$ cat config.mk
export PLATFORM = sky130hd
export DESIGN_NAME = block_code_16_8_double_correct_decoder_top_flat
export DESIGN_NICKNAME = d
export VERILOG_FILES = /design/src/sv/bcd_pkg.sv /design/src/sv/bcd_if.sv /design/src/sv/bcd_syndrome.sv /design/src/sv/bcd_pair_search.sv /design/src/sv/bcd_select.sv /design/src/sv/bcd_correct.sv /design/src/sv/block_code_16_8_double_correct_decoder_top.sv /design/src/flat_wrapper.sv
export SDC_FILE = /design/constraint.sdc
export NUM_CORES = 1
export LEC_CHECK = 0
export BUFFER_PORTS_ARGS = -buffer_cell sky130_fd_sc_hd__buf_2
export CORE_MARGIN = 5
export CORE_UTILIZATION = 36
export DETAILED_ROUTE_END_ITERATION = 12
export GPL_TIMING_DRIVEN = 0
export SLEW_MARGIN = 20
export SYNTH_ARGS = -nofsm -noshare
export SYNTH_HDL_FRONTEND = slang
export SYNTH_SLANG_ARGS = --single-unit
$ cat constraint.sdc
create_clock -name clk -period 3.69 [get_ports clk]
set_clock_uncertainty 0.2 [all_clocks]
set_input_delay 0.369 -clock clk [delete_from_list [all_inputs] [get_ports clk]]
set_output_delay 0.369 -clock clk [all_outputs]
set_load 0.05 [all_outputs]
$ cat src/sv/bcd_pkg.sv
// ----------------------------------------------------------------------------
// bcd_pkg
// Shared types and constants of the (16,8) double-correcting block decoder:
// parity-check rows, column syndromes, status codes and stage payloads.
// ----------------------------------------------------------------------------
package bcd_pkg;

	localparam int WORD_W = 16;
	localparam int SYN_W  = 8;
	localparam int DATA_W = 8;
	localparam int POS_W  = 4;

	typedef logic [WORD_W-1:0] word_t;
	typedef logic [SYN_W-1:0]  syn_t;
	typedef logic [DATA_W-1:0] data_t;
	typedef logic [POS_W-1:0]  pos_t;

	typedef enum logic [1:0] {
		ST_CLEAN  = 2'd0,
		ST_SINGLE = 2'd1,
		ST_DOUBLE = 2'd2,
		ST_UNCORR = 2'd3
	} status_t;

	// Rows of the parity-check matrix. Bit 15 of each row is position 0, as
	// in the received word, so a row masks the word directly.
	localparam word_t H_ROW [SYN_W] = '{
		16'hE780, 16'h7B40, 16'h9520, 16'hE910,
		16'h5608, 16'hAA04, 16'hCC02, 16'hF001
	};

	// Syndrome pattern of column c, row 0 as the most significant bit.
	function automatic syn_t col_syn(input int c);
		syn_t s;
		s = '0;
		for (int r = 0; r < SYN_W; r++) begin
			s[SYN_W-1-r] = H_ROW[r][WORD_W-1-c];
		end
		return s;
	endfunction

	typedef struct packed {
		word_t word;
		syn_t  syn;
	} s1_t;

	typedef struct packed {
		word_t                       word;
		syn_t                        syn;
		logic [WORD_W-1:0]           single_hit;
		logic [WORD_W-2:0]           pair_hit;
		logic [WORD_W-2:0][POS_W-1:0] pair_j;
	} s2_t;

	typedef struct packed {
		word_t   word;
		syn_t    syn;
		status_t status;
		pos_t    p1;
		pos_t    p2;
	} s3_t;

	typedef struct packed {
		data_t   data_byte;
		status_t status;
		pos_t    first_position;
		pos_t    second_position;
		syn_t    syndrome;
	} result_t;

endpackage

$ cat src/sv/bcd_if.sv
// ----------------------------------------------------------------------------
// bcd_if
// Valid/ready channels of the decoder: received words in, results out.
// ----------------------------------------------------------------------------
interface bcd_in_if import bcd_pkg::*; ();
	logic  valid;
	logic  ready;
	word_t codeword;

	modport source (output valid, output codeword, input ready);
	modport sink (input valid, input codeword, output ready);
endinterface

interface bcd_out_if import bcd_pkg::*; ();
	logic  valid;
	logic  ready;
	data_t data_byte;
	logic [1:0] status;
	pos_t  first_position;
	pos_t  second_position;
	syn_t  syndrome;

	modport source (output valid, output data_byte, output status,
		output first_position, output second_position, output syndrome,
		input ready);
	modport sink (input valid, input data_byte, input status,
		input first_position, input second_position, input syndrome,
		output ready);
endinterface

$ cat src/sv/bcd_syndrome.sv
// ----------------------------------------------------------------------------
// bcd_syndrome
// Stage 1: parity of the received word under each row of the check matrix.
// ----------------------------------------------------------------------------
module bcd_syndrome import bcd_pkg::*; (
	input  logic  clk,
	input  logic  arst_n,
	input  logic  in_valid,
	output logic  in_ready,
	input  word_t codeword,
	output logic  out_valid,
	input  logic  out_ready,
	output s1_t   out_data
);

	logic valid_s1;
	s1_t  data_s1;
	syn_t syn_c;

	always_comb begin
		for (int r = 0; r < SYN_W; r++) begin
			syn_c[SYN_W-1-r] = ^(codeword & H_ROW[r]);
		end
	end

	assign in_ready = !valid_s1 || out_ready;

	always_ff @(posedge clk or negedge arst_n) begin
		if (!arst_n) begin
			valid_s1 <= 1'b0;
		end else if (in_ready) begin
			valid_s1 <= in_valid;
		end
	end

	always_ff @(posedge clk) begin
		if (in_ready) begin
			data_s1.word <= codeword;
			data_s1.syn  <= syn_c;
		end
	end

	assign out_valid = valid_s1;
	assign out_data  = data_s1;

endmodule

$ cat src/sv/bcd_pair_search.sv
// ----------------------------------------------------------------------------
// bcd_pair_search
// Stage 2: matches the syndrome against every single column and, for each
// first column i, finds the lowest partner j > i whose pair sum matches.
// ----------------------------------------------------------------------------
module bcd_pair_search import bcd_pkg::*; (
	input  logic clk,
	input  logic arst_n,
	input  logic in_valid,
	output logic in_ready,
	input  s1_t  in_data,
	output logic out_valid,
	input  logic out_ready,
	output s2_t  out_data
);

	logic valid_s2;
	s2_t  data_s2;
	s2_t  next_c;

	always_comb begin
		next_c.word       = in_data.word;
		next_c.syn        = in_data.syn;
		next_c.single_hit = '0;
		next_c.pair_hit   = '0;
		next_c.pair_j     = '0;
		for (int c = 0; c < WORD_W; c++) begin
			next_c.single_hit[c] = (col_syn(c) == in_data.syn);
		end
		// One lane per first column; scanning j downward leaves the lowest match.
		for (int i = 0; i < WORD_W - 1; i++) begin
			for (int j = WORD_W - 1; j > i; j--) begin
				if ((col_syn(i) ^ col_syn(j)) == in_data.syn) begin
					next_c.pair_hit[i] = 1'b1;
					next_c.pair_j[i]   = POS_W'(j);
				end
			end
		end
	end

	assign in_ready = !valid_s2 || out_ready;

	always_ff @(posedge clk or negedge arst_n) begin
		if (!arst_n) begin
			valid_s2 <= 1'b0;
		end else if (in_ready) begin
			valid_s2 <= in_valid;
		end
	end

	always_ff @(posedge clk) begin
		if (in_ready) begin
			data_s2 <= next_c;
		end
	end

	assign out_valid = valid_s2;
	assign out_data  = data_s2;

endmodule

$ cat src/sv/bcd_select.sv
// ----------------------------------------------------------------------------
// bcd_select
// Stage 3: priority choice between clean, single, double and uncorrectable,
// and the positions to flip.
// ----------------------------------------------------------------------------
module bcd_select import bcd_pkg::*; (
	input  logic clk,
	input  logic arst_n,
	input  logic in_valid,
	output logic in_ready,
	input  s2_t  in_data,
	output logic out_valid,
	input  logic out_ready,
	output s3_t  out_data
);

	logic valid_s3;
	s3_t  data_s3;
	s3_t  next_c;
	logic single_any;
	logic pair_any;
	pos_t single_pos;
	pos_t pair_i;

	always_comb begin
		single_pos = '0;
		pair_i     = '0;
		for (int c = WORD_W - 1; c >= 0; c--) begin
			if (in_data.single_hit[c]) begin
				single_pos = POS_W'(c);
			end
		end
		for (int i = WORD_W - 2; i >= 0; i--) begin
			if (in_data.pair_hit[i]) begin
				pair_i = POS_W'(i);
			end
		end
		single_any = |in_data.single_hit;
		pair_any   = |in_data.pair_hit;

		next_c.word   = in_data.word;
		next_c.syn    = in_data.syn;
		next_c.status = ST_CLEAN;
		next_c.p1     = '0;
		next_c.p2     = '0;
		if (in_data.syn != '0) begin
			if (single_any) begin
				next_c.status = ST_SINGLE;
				next_c.p1     = single_pos;
			end else if (pair_any) begin
				next_c.status = ST_DOUBLE;
				next_c.p1     = pair_i;
				next_c.p2     = in_data.pair_j[pair_i];
			end else begin
				next_c.status = ST_UNCORR;
			end
		end
	end

	assign in_ready = !valid_s3 || out_ready;

	always_ff @(posedge clk or negedge arst_n) begin
		if (!arst_n) begin
			valid_s3 <= 1'b0;
		end else if (in_ready) begin
			valid_s3 <= in_valid;
		end
	end

	always_ff @(posedge clk) begin
		if (in_ready) begin
			data_s3 <= next_c;
		end
	end

	assign out_valid = valid_s3;
	assign out_data  = data_s3;

endmodule

$ cat src/sv/bcd_correct.sv
// ----------------------------------------------------------------------------
// bcd_correct
// Stage 4: flips the chosen positions and registers the result item.
// ----------------------------------------------------------------------------
module bcd_correct import bcd_pkg::*; (
	input  logic    clk,
	input  logic    arst_n,
	input  logic    in_valid,
	output logic    in_ready,
	input  s3_t     in_data,
	output logic    out_valid,
	input  logic    out_ready,
	output result_t out_data
);

	logic    valid_s4;
	result_t data_s4;
	word_t   flip_mask;
	word_t   fixed_word;

	always_comb begin
		flip_mask = '0;
		case (in_data.status)
			ST_SINGLE: begin
				flip_mask[WORD_W-1-int'(in_data.p1)] = 1'b1;
			end
			ST_DOUBLE: begin
				flip_mask[WORD_W-1-int'(in_data.p1)] = 1'b1;
				flip_mask[WORD_W-1-int'(in_data.p2)] = 1'b1;
			end
			default: begin
				flip_mask = '0;
			end
		endcase
		fixed_word = in_data.word ^ flip_mask;
	end

	assign in_ready = !valid_s4 || out_ready;

	always_ff @(posedge clk or negedge arst_n) begin
		if (!arst_n) begin
			valid_s4 <= 1'b0;
		end else if (in_ready) begin
			valid_s4 <= in_valid;
		end
	end

	always_ff @(posedge clk) begin
		if (in_ready) begin
			data_s4.data_byte       <= fixed_word[WORD_W-1 -: DATA_W];
			data_s4.status          <= in_data.status;
			data_s4.first_position  <= in_data.p1;
			data_s4.second_position <= in_data.p2;
			data_s4.syndrome        <= in_data.syn;
		end
	end

	assign out_valid = valid_s4;
	assign out_data  = data_s4;

endmodule

$ cat src/sv/block_code_16_8_double_correct_decoder_top.sv
// ----------------------------------------------------------------------------
// block_code_16_8_double_correct_decoder_top
// A word passes the syndrome, pair-search, select and correct registers.
// Throughput: one word per cycle; each of the four register stages stalls
// only when it is full and the stage after it cannot take its word.
// Reset clears the stage valid bits only; the decoder holds no other state.
// ----------------------------------------------------------------------------
module block_code_16_8_double_correct_decoder_top import bcd_pkg::*; (
	input  logic clk,
	input  logic arst_n,
	bcd_in_if.sink    rx,
	bcd_out_if.source res
);

	logic    v1, v2, v3;
	logic    r1, r2, r3, r4;
	s1_t     d1;
	s2_t     d2;
	s3_t     d3;
	result_t d4;

	bcd_syndrome u_syndrome (
		.clk       (clk),
		.arst_n    (arst_n),
		.in_valid  (rx.valid),
		.in_ready  (r1),
		.codeword  (rx.codeword),
		.out_valid (v1),
		.out_ready (r2),
		.out_data  (d1)
	);

	bcd_pair_search u_pair_search (
		.clk       (clk),
		.arst_n    (arst_n),
		.in_valid  (v1),
		.in_ready  (r2),
		.in_data   (d1),
		.out_valid (v2),
		.out_ready (r3),
		.out_data  (d2)
	);

	bcd_select u_select (
		.clk       (clk),
		.arst_n    (arst_n),
		.in_valid  (v2),
		.in_ready  (r3),
		.in_data   (d2),
		.out_valid (v3),
		.out_ready (r4),
		.out_data  (d3)
	);

	bcd_correct u_correct (
		.clk       (clk),
		.arst_n    (arst_n),
		.in_valid  (v3),
		.in_ready  (r4),
		.in_data   (d3),
		.out_valid (res.valid),
		.out_ready (res.ready),
		.out_data  (d4)
	);

	assign rx.ready            = r1;
	assign res.data_byte       = d4.data_byte;
	assign res.status          = d4.status;
	assign res.first_position  = d4.first_position;
	assign res.second_position = d4.second_position;
	assign res.syndrome        = d4.syndrome;

endmodule

$ cat src/flat_wrapper.sv
// flat-port wrapper written by rule: the top's interface ports become plain ports
module block_code_16_8_double_correct_decoder_top_flat import bcd_pkg::*;
  (clk, arst_n, rx_valid, rx_codeword, rx_ready, res_valid, res_data_byte, res_status, res_first_position, res_second_position, res_syndrome, res_ready);
  bcd_in_if rx_i ();
  bcd_out_if res_i ();
  input  logic clk;
  input  logic arst_n;
  input wire logic [$bits(rx_i.valid)-1:0] rx_valid;
  input wire logic [$bits(rx_i.codeword)-1:0] rx_codeword;
  output wire logic [$bits(rx_i.ready)-1:0] rx_ready;
  output wire logic [$bits(res_i.valid)-1:0] res_valid;
  output wire logic [$bits(res_i.data_byte)-1:0] res_data_byte;
  output wire logic [$bits(res_i.status)-1:0] res_status;
  output wire logic [$bits(res_i.first_position)-1:0] res_first_position;
  output wire logic [$bits(res_i.second_position)-1:0] res_second_position;
  output wire logic [$bits(res_i.syndrome)-1:0] res_syndrome;
  input wire logic [$bits(res_i.ready)-1:0] res_ready;
  assign rx_i.valid = rx_valid;
  assign rx_i.codeword = rx_codeword;
  assign rx_ready = rx_i.ready;
  assign res_valid = res_i.valid;
  assign res_data_byte = res_i.data_byte;
  assign res_status = res_i.status;
  assign res_first_position = res_i.first_position;
  assign res_second_position = res_i.second_position;
  assign res_syndrome = res_i.syndrome;
  assign res_i.ready = res_ready;
  block_code_16_8_double_correct_decoder_top u_core (.clk(clk), .arst_n(arst_n), .rx(rx_i), .res(res_i));
endmodule
# Word-level counts from Yosys, hierarchy flattened
# Cells that the tools add are included.
# word_totals
word_cells,431
ff_bits,203
input_bits,20
out_inout_bits,28
# op_classes
addsub,2
eq_ne,138
n_lt_le_gt_ge,5
bitwise,4
muxes,162
reduce_logical,50
# ops
operator,n
== test 8 bit (first input constant),70
2-to-1 mux 4 bit,96
== test 7 x 8 -> 1 bit (first input constant),33
XOR reduction 16 bit,8
== test 6 x 8 -> 1 bit (first input constant),13
== test 5 x 8 -> 1 bit (first input constant),9
2-to-1 mux 3 bit,24
== test 4 x 8 -> 1 bit (first input constant),5
>= comparator 32 x 1 -> 1 bit (second input constant),1
< comparator 32 x 6 -> 1 bit (second input constant),1
case mux 16 bit (2 select lines),1
== test 3 x 8 -> 1 bit (first input constant),3
2-to-1 mux 1 bit,24
2-to-1 mux 2 bit,12
OR reduction 18 bit,1
OR reduction 17 bit,1
binary-select mux 4 bit (select 4 bit),1
== test 2 x 8 -> 1 bit (first input constant),2
OR 16 bit,1
OR reduction 16 bit,1
XOR 16 bit,1
OR reduction 15 bit,1
OR reduction 14 bit,1
OR reduction 2 bit,7
26 further kinds,44

# Longest topological paths before layout
# Gate-level depths: netlist of run 1.
# logic_depth
word_depth,19
ltp_mapped,9

# Hierarchy
# From an unflattened synthesis of run 1, not the netlist that was laid out.
# hier_totals
hier_cells,834
area_unflattened_um2,9571.7
# by_module_without_submodules
mod,area_each_um2,cells_each,instances
bcd_pair_search,5220.0,500,1
bcd_select,2180.8,222,1
bcd_correct,1102.3,64,1
bcd_syndrome,1068.5,48,1

# Least setup slack after synthesis of run 1
# Ideal clock, no wire load.
# synth_path
kind,flip-flop to flip-flop
startpoint,register u_core.u_correct.valid_s4 (netlist: u_core.u_correct.out_valid)
endpoint,register u_core.u_pair_search.data_s2 (netlist bit u_core.u_pair_search.out_data[0]) (enable)
required_ns,2.376
slack_ns,-0.645
arrival_ns,3.022
path_stages_with_launch,3
path_cell_list,dfrtp_1 -> nor2b_1 -> nand3_1
# synth_between
elab_chain_len,4
# synth_rtl
item,line,text
"start, declared",bcd_correct.sv:16,logic valid_s4;
"start signal, assigned",bcd_correct.sv:44,valid_s4 <= in_valid;
logical NOT 1 bit,bcd_correct.sv:38,assign in_ready = !valid_s4 || out_ready;
logical OR 1 bit,bcd_correct.sv:38,
logical OR 1 bit,bcd_select.sv:60,assign in_ready = !valid_s3 || out_ready;
logical OR 1 bit,bcd_pair_search.sv:41,assign in_ready = !valid_s2 || out_ready;
via u_core.r2,block_code_16_8_double_correct_decoder_top.sv:16,"logic r1, r2, r3, r4;"
"end signal, assigned",bcd_pair_search.sv:53,data_s2 <= next_c;
"end, declared",bcd_pair_search.sv:18,s2_t data_s2;
# The timed path passes the listed nets, and every way through them passes these cells.
# A chain may end at the register's enable or synchronous reset.

# Worst setup path after layout of run 1
# layout_path
startpoint,register u_core.u_syndrome.data_s1 (netlist bit u_core.u_syndrome.out_data[1])
endpoint,"register u_core.u_pair_search.data_s2 (netlist bit u_core.u_pair_search.out_data[63]), data pin"
# layout_between
elab_chain_len,2
# layout_rtl
item,line,text
"start, declared",bcd_syndrome.sv:17,s1_t data_s1;
== test 7 x 8 -> 1 bit (tied with other cells),bcd_pair_search.sv:33,if ((col_syn(i) ^ col_syn(j)) == in_data.syn) begin
OR reduction 11 bit (no source line) or 2-to-1 mux 1 bit (tied branches),n/a,
# Parallel ways exist; a longest one is shown, timed or not.

==> flow_metrics.tcl, run 1 <==
set metrics [dict create \
    grt_max_degree 49 \
    syn_area_sq_um 8688 \
    avgSynthCellArea_sq_um 10.82 \
    crit_arrival_ns 3.13 \
    initial_core_util_pct 36.80 \
    cts_resized 0 \
    ir_drop_mv 0.3190 \
    clock-sinks 164 \
    drt_pre_antenna_iters 6 \
    final_common_cell "edfxtp_1" \
    finalCritPeriodShare_pct 87.05 \
    slew_viol_final 0 \
    dpl_cell_area_sq_um 9355 \
    hold_viol 0 \
    finalNetCount 902 \
    synth_async_sr_flop_share_pct 2.439 \
    synth_top_area_cell "edfxtp_1" \
    clock.fmax_ghz 0.3113 \
    synth_fp_nets 825 \
    grtUsageTotal_pct 18.87 \
    cap_violations 0 \
    numCtsBuffers 17 \
    drive_gt1_share_pct 14.33 \
    layout_min_cycle_time_ns 3.212 \
    ant_nets 0 \
    final_cell_mix "160 x edfxtp_1, 86 x nor2_1, 72 x nand2_1" \
    path_class "flop to flop" \
    rsz0062_at_grt "false" \
    ctsRootBufferMaster "clkbuf_16" \
    grt_pass1_wl_mm 38.87 \
    post_cts_buffers 0 \
    htree_levels 4 \
    netlist_instances 803 \
    setup_viol 0 \
    start_kind "flop" \
    clock_path_buffers 2 \
    hold_buffers 10 \
    ys_warn_count 0 \
    fp.dieArea_sq_um 27340 \
    num_vias 6812 \
    gp_congestion 0.9825 \
    yosys-top-cells-area "edfxtp_1 55%, nor2_1 3.7%, xnor2_1 3.2%, nand2_1 3.2%, a21oi_1 2.5%" \
    worst_slew_pin_slew_ns 1.027 \
    drt_iter0_drc 881 \
    synth_ff_type "edfxtp_1" \
    yosys.cell_types.count 79 \
    cts.clk_slew.worst_paths_ns 0.07 \
    fin_hold_ws_ns 0.04253 \
    die_h_um 165.4 \
    insertion_delay_ns 0.43 \
    io_buffers 47 \
    status "finished, final reports clean" \
    grt_pass1_vias 6468 \
    endpoint_kind "flop" \
    drc 0 \
    antenna_found_initial 0 \
    antennaDiodeCount 0 \
    place_hpwl_mm 18.50 \
    hp-class "primary input to flop" \
    crit_fanout 10 \
    post-route-util_pct 42.52 \
    leakage_nw 3.565 \
    synth_top_area_share_pct 55.30 \
    ys_seq_area_share_pct 56.45 \
    slew-limit-headroom_pct 31.48 \
    dieWidth_um 165.4 \
    core_sq_um 23610 \
    final_area_sq_um 10040 \
    finalWirelength_mm 25.24 \
    cp.required_ns 3.61 \
    io_pins 48 \
    ys_ff_latch 164 \
    viasPerCell 5.620 \
    area_growth_pct 15.57 \
    synth-edff-count 160 \
    rows 56 \
    p_per_area_nw_per_um2 720.4 \
    overflow 0 \
    wire_per_inst_um 20.82 \
    cts_tree "built" \
]
==> layer usage <==
metal  share of wire, %  track usage (%)  up-vias
met2                 45            29.27      346
met1                 45            26.66     3226
met3                7.1            3.524       70
li1                   -                -     3170
met4                3.0            6.487        0
met5                  0                0        -
==> report_power, final <==
part | leakage, nW | internal (mW) | total, mW | switching [mW]
registers | 1.75 | 2.49 | 2.70 | 0.206
logic | 1.53 | 0.877 | 2.81 | 1.93
clock network | 0.280 | 0.958 | 1.73 | 0.773
==> critical path, cell delays in order, from the launching register on <==
cell      delay, ns
edfxtp_1       0.34
clkbuf_1       0.29
clkbuf_1       0.52
buf_2          0.39
clkbuf_1       0.49
o21ai_0        0.17
o311ai_0       0.23
nand3_1        0.26
==> Yosys cell counts, types with 7 or more instances <==
library cell / instances
edfxtp_1: 160
nor2_1: 86
nand2_1: 73
a21oi_1: 44
o21ai_0: 40
xnor2_1: 32
clkbuf_1: 31
nor3_1: 25
nand3_1: 23
o22ai_1: 18
nor2b_1: 17
inv_1: 15
nand2b_1: 15
xor2_1: 15
buf_2: 13
a22oi_1: 11
mux2i_1: 10
nor4_1: 9
a211oi_1: 7
a21boi_0: 7
and2_1: 7
mux2_2: 7
nand4_1: 7
nor3b_1: 7
o211ai_1: 7
==> through the flow <==
| step | setup WS, ns | instances | power (mW) | TNS (ns) |
|---|---|---|---|---|
| floorplan | 0.5163 | 803 | 4.616 | 0 |
| global placement | -0.03977 | 1169 | 5.479 | -2.584 |
| detailed placement | 0.6617 | 1170 | 5.463 | 0 |
| CTS | 0.6205 | 1212 | 7.217 | 0 |
| global route | 0.3544 | 1212 | 7.572 | 0 |
| finish | 0.4777 | 1212 | 7.233 | 0 |
==> final timing paths <==
path	from	to	slack, ns	cells past startpoint
min in group asynchronous	arst_n	u_core.u_select.out_valid	0.06	2
worst min register to register	u_core.u_pair_search.out_data[113]	u_core.u_select.out_data[32]	0.22	0
max in group asynchronous	arst_n	u_core.u_syndrome.out_valid	3.11	2
worst max register to register	u_core.u_syndrome.out_data[1]	u_core.u_pair_search.out_data[63]	0.48	7
worst min-delay path	rx_codeword[1]	u_core.u_syndrome.out_data[1]	0.04	2
worst max-delay path	u_core.u_syndrome.out_data[1]	u_core.u_pair_search.out_data[63]	0.48	7
==> logic make-up (layout without fill, tap and decap cells) <==
group	count (synthesis)	count (layout)	synth area share (%)
compound gates	199	199	15.42
simple gates	306	306	17.51
flops	164	164	56.45
buf+inv	68	158	3.528
mux	17	17	2.059
xor+xnor	47	47	4.738
fa+ha+maj	2	2	0.2880
==> final cells by class <==
cell class / count / area, sq um
fillers: 2242 / 13570
well taps: 319 / 399.1
plain buffers: 53 / 250.2
multi-input cells: 571 / 3492
flip-flops and latches: 164 / 4905
clock inverters: 15 / 157.7
inverters: 15 / 56.30
clock buffers: 17 / 425.4
repair buffers: 58 / 355.3
==> sequential cells by signal, indices dropped and copies added (netlist names) <==
name and flops:
u_core.u_correct.out_valid 1, u_core.u_pair_search.out_data 92, u_core.u_select.out_data 26, u_core.u_correct.out_data 26
u_core.u_select.out_valid 1, u_core.u_syndrome.out_data 16, u_core.u_syndrome.out_valid 1, u_core.u_pair_search.out_valid 1
Power figures use the tool's default switching activity.
==> run 2: changes to the inputs <==
==> constraint.sdc (replaced) <==
create_clock -name clk -period 3.69 [get_ports clk]
set_clock_uncertainty 0.2 [all_clocks]
set_input_delay 0.738 -clock clk [delete_from_list [all_inputs] [get_ports clk]]
set_output_delay 0.738 -clock clk [all_outputs]
set_load 0.05 [all_outputs]
==> run 2 against run 1 <==
Sequential share of layout area up 0.44 points; global-route usage fell by 0.054 points; sequential power about the same; clock power is essentially flat; via count is 0.53% lower; first-iteration DRC count down 4.0%; clock-buffer cell count did not move; setup slack got worse by 0.23 ns; core utilization is 0.38 points lower; wire length is 0.23% lower; die area is the same; largest cell class unchanged.
==> flow_metrics.tcl, run 2 (synthesis gave the netlist of run 1 again) <==
set metrics [dict create \
    slew-limit-headroom_pct 31.24 \
    start_kind "primary input" \
    dieWidth_um 165.4 \
    cts_resized 0 \
    antenna_found_initial 0 \
    grtUsageTotal_pct 18.81 \
    hold_viol 0 \
    endpoint_kind "output pin" \
    hp-class "flop to flop" \
    core_sq_um 23610 \
    die_h_um 165.4 \
    min_from "u_core.u_pair_search.out_data[113]" \
    cap_violations 0 \
    crit_top_cell "buf_2" \
    slowest_stage "nand4_1" \
    ff_latch_area_sq_um 4905 \
    fp.dieArea_sq_um 27340 \
    slew_viol_final 0 \
    ir_drop_mv 0.3212 \
    rsz0062_at_grt "false" \
    clock-sinks 164 \
    initial_core_util_pct 36.80 \
    drive_gt1_share_pct 14.48 \
    layout_min_cycle_time_ns 3.447 \
    drt_iter0_drc 846 \
    leakage_nw 3.528 \
    r2r_end "u_core.u_pair_search.out_data[63]" \
    cts.clk_slew.worst_paths_ns 0.07 \
    wire_per_inst_um 20.93 \
    largest_reg_flops 92 \
    drt_pre_antenna_iters 6 \
    ant_nets 0 \
    htree_levels 4 \
    finalWirelength_mm 25.18 \
    io_pins 48 \
    numCtsBuffers 17 \
    status "finished, final reports clean" \
    drc 0 \
    finalNetCount 893 \
    hold_path_end "u_core.u_select.out_data[32]" \
    wl_met3_mm 2.055 \
    reg2reg_slack_ns 0.49 \
    p_per_area_nw_per_um2 725.5 \
    overflow 0 \
    routed.top_layer "met4" \
    rows 56 \
    grt_pass1_wl_mm 38.76 \
    setup_tns_ns 0 \
    io_buffers 47 \
    cp_cell_sequence "buf_2 > nor2b_1 > nand4_1 > buf_2" \
    path_class "primary input to output pin" \
    wl_met2_mm 11.35 \
    r2r_start "u_core.u_syndrome.out_data[1]" \
    gp_congestion 0.9825 \
    rr_worst_depth 7 \
    wl_met1_mm 11.02 \
    final_common_cell "edfxtp_1" \
    ctsRootBufferMaster "clkbuf_16" \
    grt_max_degree 49 \
    clock.fmax_ghz 0.2901 \
    antennaDiodeCount 0 \
    cts_tree "built" \
    insertion_delay_ns 0.43 \
    n_fill_cell 2249 \
    multi_input_area_sq_um 3492 \
    num_vias 6776 \
    viasPerCell 5.633 \
    slowest_delay_ns 0.79 \
    setup_viol 0 \
    clock_path_buffers 2 \
    place_hpwl_mm 18.50 \
    crit_fanout 18 \
    min_path_cells 0 \
    worst_slew_pin_slew_ns 1.030 \
    grt_pass1_vias 6436 \
    post-route-util_pct 42.14 \
    area_growth_pct 14.53 \
    crit_arrival_ns 2.51 \
    cp.required_ns 2.75 \
    finalCritPeriodShare_pct 93.42 \
    final_cell_mix "160 x edfxtp_1, 86 x nor2_1, 72 x nand2_1" \
]
run 2: repair_timing:
item | CTS | global route
endpoints found under the setup margin | 0 | 0
hold endpoints to repair | 4 | 0
buffers inserted | 0 | 0
hold buffers | 1 | 0
run 2: where the power goes:
| part | internal [mW] | switching [mW] | leakage (nW) |
|---|---|---|---|
| clock network | 0.958 | 0.775 | 0.280 |
| registers | 2.49 | 0.207 | 1.75 |
| logic | 0.871 | 1.92 | 1.49 |
run 2: metal layers:
layer / up-vias / track usage (%)
met3: 63 / 3.524
met5: - / 0
met2: 391 / 29.10
met1: 3173 / 26.64
li1: 3149 / -
met4: 0 / 6.487
run 2: metrics by stage:
stage | instance area [sq um] | power [mW] | hold WS [ns] | setup WS (ns) | instances
floorplan | 8693 | 4.616 | 0.2003 | 0.4762 | 803
global placement | 9328 | 5.479 | 0.2019 | -0.4088 | 1169
detailed placement | 9355 | 5.463 | 0.2054 | 0.2413 | 1170
CTS | 9948 | 7.210 | 0.2191 | 0.2522 | 1203
global route | 9951 | 7.565 | 0.2292 | 0.07936 | 1203
finish | 9951 | 7.220 | 0.2174 | 0.2430 | 1203
run 2: cell type report:
type	count	share of cell area, %
clock inverter	15	1.584
sequential	164	49.29
inverter	15	0.5658
multi-input combinational	571	35.09
tap	319	4.011
buffer	53	2.515
timing repair buffer	49	2.666
clock buffer	17	4.275
run 2: critical path, delay by kind of cell:
family	cells	cell delay, ns
buffers and inverters	2	0.59
AND/OR/NAND/NOR	2	1.17
run 2: worst max path at each step:
stage	from	endpoint	slack, ns	depth (start not counted)
floorplan	res_ready	u_core.u_pair_search.out_data[0]	0.48	2
global placement	res_ready	u_core.u_pair_search.out_data[16]	-0.41	3
detailed placement	res_ready	rx_ready	0.24	4
CTS	res_ready	rx_ready	0.25	4
global route	u_core.u_correct.out_valid	rx_ready	0.08	3
finish	res_ready	rx_ready	0.24	4
==> run 3: changes to the inputs <==
CELL_PAD_IN_SITES_DETAIL_PLACEMENT = 1   (was unset)
CELL_PAD_IN_SITES_GLOBAL_PLACEMENT = 1   (was unset)
PLACE_DENSITY_LB_ADDON = 0.1   (was unset)
==> run 3 against run 2 <==
Combinational power is 4% higher; cell count is 0.17% higher; global-route usage is 2.9 points higher; sequential power hardly changed; design area is 0.44% higher; critical path type is now flop to flop.
==> flow_metrics.tcl, run 3 (synthesis gave the netlist of run 1 again) <==
set metrics [dict create \
    status "finished, final reports clean" \
    slew-limit-headroom_pct 30.98 \
    grt_pass1_vias 7058 \
    clock.fmax_ghz 0.3148 \
    final_area_sq_um 9995 \
    dpl_cell_area_sq_um 9385 \
    grt_pass1_wl_mm 44.39 \
    cp.required_ns 3.60 \
    worst_slew_pin_slew_ns 1.029 \
    fin_cells 1205 \
    area_growth_pct 15.03 \
    io_buffers 47 \
    dieWidth_um 165.4 \
    final_common_cell "edfxtp_1" \
    core_sq_um 23610 \
    path_class "flop to flop" \
    hold_viol 0 \
    rows 56 \
    initial_core_util_pct 36.80 \
    gp_congestion 0.9569 \
    layout_min_cycle_time_ns 3.176 \
    wire_per_inst_um 23.98 \
    overflow 0 \
    finalWirelength_mm 28.90 \
    setup_viol 0 \
    num_vias 6905 \
    grtUsageTotal_pct 21.69 \
    slew_viol_final 0 \
    start_kind "flop" \
    endpoint_kind "flop" \
    largest_reg_flops 92 \
    cts_tree "built" \
    insertion_delay_ns 0.42 \
    antenna_found_initial 0 \
    final_cell_mix "160 x edfxtp_1, 86 x nor2_1, 72 x nand2_1" \
    fin_hold_ws_ns 0.2259 \
    ant_nets 0 \
    routed.top_layer "met4" \
    crit_fanout 10 \
    rsz0062_at_grt "false" \
    drc 0 \
    cts_resized 0 \
    p_per_area_nw_per_um2 732.2 \
    htree_levels 4 \
    drive_gt1_share_pct 14.56 \
    finalPower_mw 7.318 \
    setup_tns_ns 0 \
    wl_met2_mm 13.22 \
    fp.dieArea_sq_um 27340 \
    clock_path_buffers 2 \
    wl_met1_mm 13.46 \
    clock-sinks 164 \
    viasPerCell 5.730 \
    finalCritPeriodShare_pct 86.08 \
    ctsRootBufferMaster "clkbuf_16" \
    numCtsBuffers 17 \
    io_pins 48 \
    pre_cts_ws_ns 0.1296 \
    drt_iter0_drc 729 \
    cts.clk_slew.worst_paths_ns 0.07 \
    grt_max_degree 48 \
    cap_violations 0 \
    ir_drop_mv 0.2987 \
    finalNetCount 895 \
    leakage_nw 3.550 \
    dp_cells 1171 \
    crit_arrival_ns 3.08 \
    antennaDiodeCount 0 \
    die_h_um 165.4 \
    hp-class "flop to flop" \
    place_hpwl_mm 21.64 \
    worst_slack_ns 0.5137 \
    post-route-util_pct 42.33 \
    wl_met3_mm 1.610 \
    drt_pre_antenna_iters 5 \
]
## run 3: changes by cell type in the layout (fill, tap and decap cells not counted)
cell        change
clkinvlp_4      -3
inv_6           -3
buf_4           +1
clkinv_2        -1
clkinv_8        +4
inv_8           -1
buf_16          +1
bufinv_16       -1
inv_1           -1
clkinv_4        +4
clkinv_1        +2
## run 3: routing by layer
layer	GRT usage (%)	vias to the layer above
met5	0	-
met4	6.262	0
met3	4.443	49
met2	33.76	228
met1	30.78	3482
li1	-	3146
## run 3: repair_timing
item                                    CTS  global route
endpoints found under the setup margin    0             1
hold buffers                              1             0
buffers inserted                          0             1
hold endpoints to repair                  4             0
## run 3: worst paths after layout
path                                               start                           endpoint  slack, ns  cells past startpoint
setup / recovery           u_core.u_syndrome.out_data[5]  u_core.u_pair_search.out_data[63]       0.51                      8
min in group asynchronous                         arst_n         u_core.u_correct.out_valid       0.46                      2
setup reg to reg           u_core.u_syndrome.out_data[5]  u_core.u_pair_search.out_data[63]       0.51                      8
max in group asynchronous                         arst_n        u_core.u_syndrome.out_valid       2.72                      2
hold / removal              u_core.u_select.out_data[17]       u_core.u_correct.out_data[7]       0.23                      0
hold reg to reg             u_core.u_select.out_data[17]       u_core.u_correct.out_data[7]       0.23                      0
## run 3: final cells by class
type / count / area [sq um]
Tap cell: 319 / 399.1
Inverter: 15 / 56.30
Multi-Input combinational cell: 571 / 3492
Clock inverter: 15 / 166.4
Sequential cell: 164 / 4905
Clock buffer: 17 / 425.4
Fill cell: 2648 / 13620
Timing Repair Buffer: 51 / 300.3
Buffer: 53 / 250.2
## run 3: worst max-delay path: stages, from the launching register on
cell,delay [ns]
edfxtp_1,0.47
buf_2,0.23
nor2b_1,0.15
buf_2,0.21
nand2_1,0.35
mux2_2,0.24
nor2_1,0.05
o311ai_0,0.68
nand3_1,0.27
## run 3: power breakdown
group / leakage (nW) / total (mW) / internal (mW) / switching, mW
clock network: 0.288 / 1.72 / 0.906 / 0.814
registers: 1.75 / 2.71 / 2.49 / 0.217
logic: 1.51 / 2.89 / 0.879 / 2.01
